### config.mk
export PLATFORM = sky130hd
export DESIGN_NAME = rbv_divsqrt
export DESIGN_NICKNAME = d
export VERILOG_FILES = /design/src/rtl/assert_macros.svh /design/src/rtl/rbv_pkg.sv /design/src/rtl/rbv_divsqrt.sv
export SDC_FILE = /design/constraint.sdc
export NUM_CORES = 1
export LEC_CHECK = 0
export ABC_AREA = 1
export BUFFER_PORTS_ARGS = -buffer_cell sky130_fd_sc_hd__buf_2
export CAP_MARGIN = 20
export CORE_MARGIN = 2
export CORE_UTILIZATION = 25
export DETAILED_ROUTE_END_ITERATION = 16
export PLACE_DENSITY_LB_ADDON = 0.1
export SYNTH_ARGS = -nofsm -noshare
export SYNTH_HDL_FRONTEND = slang
export SYNTH_SLANG_ARGS = --single-unit
### constraint.sdc
create_clock -name i_clk -period 7.4 [get_ports i_clk]
set_input_delay 0.74 -clock i_clk [delete_from_list [all_inputs] [get_ports i_clk]]
set_output_delay 0.74 -clock i_clk [all_outputs]
set_load 0.01 [all_outputs]
### src/rtl/assert_macros.svh
// Assertion macros for the RTL files; the top level includes them.
`ifndef ASSERT_MACROS_SVH
`define ASSERT_MACROS_SVH
`ifndef ASSERT_OFF
`define ASSERT_SAME(lbl, clk, rst_n, ante, cons) \
    lbl: assert property (@(posedge clk) disable iff (!rst_n) (ante) |-> (cons)) \
        else $error("assertion failed");
`define ASSERT_NEXT(lbl, clk, rst_n, ante, cons) \
    lbl: assert property (@(posedge clk) disable iff (!rst_n) (ante) |=> (cons)) \
        else $error("assertion failed");
`else
`define ASSERT_SAME(lbl, clk, rst_n, ante, cons)
`define ASSERT_NEXT(lbl, clk, rst_n, ante, cons)
`endif
`endif

### src/rtl/rbv_pkg.sv
// Types and constants of the rigid body velocity step block.
package rbv_pkg;

    localparam logic [2:0] REG_BODY_MASS  = 3'd0;
    localparam logic [2:0] REG_FRICTION   = 3'd1;
    localparam logic [2:0] REG_GRAVITY_X  = 3'd2;
    localparam logic [2:0] REG_GRAVITY_Y  = 3'd3;
    localparam logic [2:0] REG_SIDE_LIMIT = 3'd4;
    localparam logic [2:0] REG_FALL_LIMIT = 3'd5;

    localparam logic [31:0] RST_BODY_MASS  = 32'd65536;
    localparam logic [31:0] RST_FRICTION   = 32'd55705600;
    localparam logic [31:0] RST_GRAVITY_X  = 32'd0;
    localparam logic [31:0] RST_GRAVITY_Y  = 32'd98304000;
    localparam logic [30:0] RST_SIDE_LIMIT = 31'd32768000;
    localparam logic [30:0] RST_FALL_LIMIT = 31'd327680000;

    typedef enum logic {
        DU_DIV,
        DU_SQRT
    } t_du_op;

    typedef struct packed {
        logic        start;
        t_du_op      op;
        logic [63:0] num;
        logic [31:0] den;
    } t_du_req;

    typedef struct packed {
        logic [31:0] mass;
        logic [31:0] fric;
        logic [31:0] gx;
        logic [31:0] gy;
        logic [30:0] slim;
        logic [30:0] flim;
    } t_cfg;

    typedef struct packed {
        logic [31:0] fx;
        logic [31:0] fy;
        logic [15:0] dt;
        logic        gnd;
        logic [31:0] px;
        logic [31:0] py;
    } t_item;

    typedef struct packed {
        logic [31:0] pos_x;
        logic [31:0] pos_y;
        logic [31:0] vel_x;
        logic [31:0] vel_y;
    } t_res;

    typedef enum logic [5:0] {
        S_IDLE, S_NORM, S_LEN_X, S_LEN_Y, S_LEN_SET, S_U_DIV, S_U_SET,
        S_F_MUL, S_F_ADD, S_GV_MUL, S_GV_ADD, S_D_X, S_D_Y, S_D_SET,
        S_GR_MUL, S_GR_SUB, S_PAR_MUL, S_PAR_SET, S_SL_X, S_SL_Y, S_SL_SET,
        S_FL_MUL, S_FL_SET, S_SC_MUL, S_SC_SET, S_COMB, S_FM_MUL, S_FS_HI,
        S_FS_LO, S_SP_X, S_SP_Y, S_SP_SET, S_FR_MUL, S_FR_SUB, S_PO_MUL,
        S_PO_ADD, S_DONE, S_WAIT
    } t_state;

endpackage

### src/rtl/rbv_divsqrt.sv
// Shared iterative unit: 64/32 unsigned divide and 64-bit integer square root.
module rbv_divsqrt (
    input  logic           i_clk,
    input  logic           i_rst_n,
    input  rbv_pkg::t_du_req i_req,
    output logic           o_done,
    output logic [63:0]    o_res
);
    import rbv_pkg::*;

    logic        r_busy, n_busy;
    logic        r_done, n_done;
    logic [5:0]  r_cnt, n_cnt;
    t_du_op      r_op, n_op;
    logic [63:0] r_x, n_x;
    logic [63:0] r_r, n_r;
    logic [63:0] r_b, n_b;
    logic [31:0] r_rem, n_rem;
    logic [31:0] r_den, n_den;

    logic [32:0] w_rem_sh;
    logic        w_ge;
    logic [63:0] w_t;

    assign w_rem_sh = {r_rem, r_x[63]};
    assign w_ge     = w_rem_sh >= {1'b0, r_den};
    assign w_t      = r_r + r_b;

    always_comb begin
        n_busy = r_busy;
        n_done = 1'b0;
        n_cnt  = r_cnt;
        n_op   = r_op;
        n_x    = r_x;
        n_r    = r_r;
        n_b    = r_b;
        n_rem  = r_rem;
        n_den  = r_den;
        if (i_req.start) begin
            n_busy = 1'b1;
            n_op   = i_req.op;
            n_x    = i_req.num;
            n_r    = '0;
            n_b    = 64'h4000_0000_0000_0000;
            n_rem  = '0;
            n_den  = i_req.den;
            n_cnt  = (i_req.op == DU_DIV) ? 6'd63 : 6'd31;
        end else if (r_busy) begin
            case (r_op)
                DU_DIV: begin
                    n_rem = w_ge ? 32'(w_rem_sh - {1'b0, r_den}) : w_rem_sh[31:0];
                    n_x   = {r_x[62:0], 1'b0};
                    n_r   = {r_r[62:0], w_ge};
                end
                DU_SQRT: begin
                    if (r_x >= w_t) begin
                        n_x = r_x - w_t;
                        n_r = (r_r >> 1) + r_b;
                    end else begin
                        n_r = r_r >> 1;
                    end
                    n_b = r_b >> 2;
                end
                default: n_r = r_r;
            endcase
            if (r_cnt == 6'd0) begin
                n_busy = 1'b0;
                n_done = 1'b1;
            end else begin
                n_cnt = r_cnt - 6'd1;
            end
        end
    end

    always_ff @(posedge i_clk) begin
        if (!i_rst_n) begin
            r_busy <= 1'b0;
            r_done <= 1'b0;
            r_cnt  <= '0;
            r_op   <= DU_DIV;
        end else begin
            r_busy <= n_busy;
            r_done <= n_done;
            r_cnt  <= n_cnt;
            r_op   <= n_op;
        end
    end

    always_ff @(posedge i_clk) begin
        r_x   <= n_x;
        r_r   <= n_r;
        r_b   <= n_b;
        r_rem <= n_rem;
        r_den <= n_den;
    end

    assign o_done = r_done;
    assign o_res  = r_r;

endmodule

==> flow_summary.yaml <==
clock_tree:
  h-tree-depth: 2
  cts_tree: "done"
  numCtsBuffers: 35
  clkSinkCount: 233
  cts_setup_buffers: 0
  clock_latency_ns: 0.57
  cts-resized-gates: 0
  holdBufCountCts: 0
  cts-root-buf: "clkbuf_16"
  clk_pin_slew_ns: 0.06
  cts.path.max_buffers: 3
critical_path:
  startpoint: "o_res[6]"
  crit_fanout: 64
  required_ns: 7.88
  cp-start-kind: "flip-flop"
  crit_path_end_kind: "flip-flop"
  timing.rr.start: "o_res[6]"
  cp.arrival_ns: 6.08
  critPathKind: "flip-flop to flip-flop"
routing:
  drt-total-wl_um: 119000
  ant_nets: 0
  drt_first_pass_iters: 6
  via_count: 27950
  drt-vias-per-instance: 4.695
  wl_per_cell_um: 19.99
  drtIter0Drc: 2042
  drc: 0
final_layout:
  finalNetCount: 4823
  final_cells: 5953
  area_delta_synth_final_pct: 13.21
  fin_util_pct: 28.53
  layout-drive-gt1-share_pct: 6.130
die:
  die_area_mm2: 0.1050
  die_y_um: 324.0
  placement_rows: 117
  pin_count: 165
  initial_core_util_pct: 25.20
  die_w_um: 324.0
  core_area_mm2: 0.1016
grt:
  grt_pass1_vias: 26780
  grt_max_degree: 79
  gr-total-overflow: 0
  grt_pass1_wl_um: 173800
  grt.total_usage_pct: 22.18
  antenna_found_initial: 3
synth:
  syn_area_per_cell_um2: 5.746
  yosysSeqAreaShare_pct: 21.98
  synth_edf_count: 96
  synth_area_leaders: "nand2_1, edfxtp_1, dfxtp_1"
  synth_area_mm2: 0.02560
  synth.distinct_cells: 52
  synth_commonest_cells: "nand2_1, inv_1, nor2_1"
  yosys.cell_count.top_type: "nand2_1"
  netlist_instances: 4455
  yosysTopAreaCell: "nand2_1"
  yosysWarnings: 0
  synth_top_area_share_pct: 20.28
  synth_fp_nets: 4721
  async_flop_share_pct: 0
  ys_ff_latch: 233
  ys.flop_type: "dfxtp_1"
power:
  ir_drop_mv: 0.1710
  power_per_cell_area_mw_per_mm2: 178.9
  power_leakage_nw: 13.05
  p_total_w: 0.005183
flow_run:
  drv_cap: 0
sta:
  worst_slack_ns: 1.800
  drv_slew: 0
  layout_min_cycle_time_ns: 5.600
  relSlewSlack_pct: 41.86
  finalHoldViolCount: 0
  tightest_slew_ns: 0.8721
  tns_ns: 0
  fmax_mhz: 178.6
  rsz0062_at_grt: "no"
  fin_skew_ns: 0.01465
  setup-violations-final: 0
  fin_crit_sh_pct: 75.67
placement:
  gp_congestion: 0.9223
  pre_cts_ws_ns: 1.916
  dpl.cell_count: 5888
  port_buffers: 164
  dp.final_hpwl_um: 98100
outcome:
  outcome: "finished, final reports clean"
worst_hold_path:
  hp-start: "i_req[9]"
  holdCritPathClass: "input port to flip-flop"
-- worst max-delay path, stage by stage (launching register included) --
cell	delay, ns
dfxtp_1	0.58
ha_1	0.31
nand2_1	0.11
nor2_1	0.22
nand2_1	0.08
o21bai_1	0.49
nand3_1	0.13
nand2_1	0.15
nand3_1	0.09
nand2_1	0.19
nand4_1	0.27
nand3_1	0.15
nand2_1	0.12
ha_1	0.39
nand2_1	0.13
nor2_1	0.20
nand2_1	0.18
nor2_1	0.21
a21oi_4	0.10
nand2_2	0.08
buf_4	0.63
nand2_1	0.32
nand2_1	0.14
nand2_1	0.06
a21oi_1	0.11
-- per-layer routing --
layer | up-vias | wire length (um) | track usage [%]
met5 | - | 7 | 0
met4 | 2 | 2452 | 4.712
met3 | 97 | 6097 | 3.265
met2 | 603 | 55950 | 37.80
met1 | 12760 | 54500 | 29.51
li1 | 14490 | - | -
-- layout by cell type (no fill, tap or decap), drive strengths merged, types with 2 or more instances in the layout --
cell type,netlist,routed
a211oi,6,6
a21boi,5,5
a21o,11,11
a21oi,294,294
a31oi,3,3
and2,5,5
buf,56,182
bufinv,0,4
clkbuf,62,53
clkinv,2,7
dfxtp,137,137
edfxtp,96,96
fa,2,2
ha,164,164
inv,674,677
nand2,1393,1393
nand3,350,350
nand3b,18,18
nand4,29,29
nor2,578,578
nor3,51,51
nor4,9,9
o211ai,11,11
o21a,7,7
o21ai,270,270
o21bai,20,20
o22ai,64,64
or2,4,4
xnor2,60,60
xor2,67,67
-- cells by family (layout without fill, tap and decap cells) --
family / Yosys count / in the layout / synth area share [%]
other: 0 / 1 / 0
DFF: 233 / 233 / 21.98
and+or+nand+nor: 2439 / 2439 / 38.74
xor gates and xnor gates: 127 / 127 / 4.345
adders and majority gates: 166 / 166 / 8.172
AOI/OAI and AO/OA: 696 / 696 / 14.67
buffers and inverters: 794 / 923 / 12.10
-- final timing paths --
path               end  slack (ns)  cells past startpoint
max          o_res[50]        1.80                     24
min           r_den[9]        0.34                      1
max reg2reg  o_res[50]        1.80                     24
min reg2reg   r_cnt[0]        0.47                      2
-- stage by stage --
stage               hold slack (ns)  area (um2)
finish                       0.3417       28980
detailed placement           0.4605       27770
CTS                          0.3062       28980
floorplan                    0.4453       25600
global route                 0.3132       28980
global placement             0.4596       27760
-- cell type report --
cell class	count	area, um2
flip-flops and latches	233	5630
diodes	1	2.502
multi-input cells	3428	16910
inverters	676	2537
fillers	11880	72610
clock buffers	52	1022
repair buffers	183	988.4
clock inverters	12	182.7
well taps	1368	1712
-- registers in the layout (all words and copies together) (netlist names) --
name and count:
o_done 1, r_op 1, r_den 32, r_cnt 6
o_res 64, r_x 64, r_busy 1, r_b 32
r_rem 32
-- report_power, final --
| group | switching (W) | internal, W |
|---|---|---|
| clock | 0.000708 | 0.00110 |
| combinational | 0.00124 | 0.000565 |
| sequential | 0.000108 | 0.00146 |
Note: power is estimated with default switching activity, not from simulation.
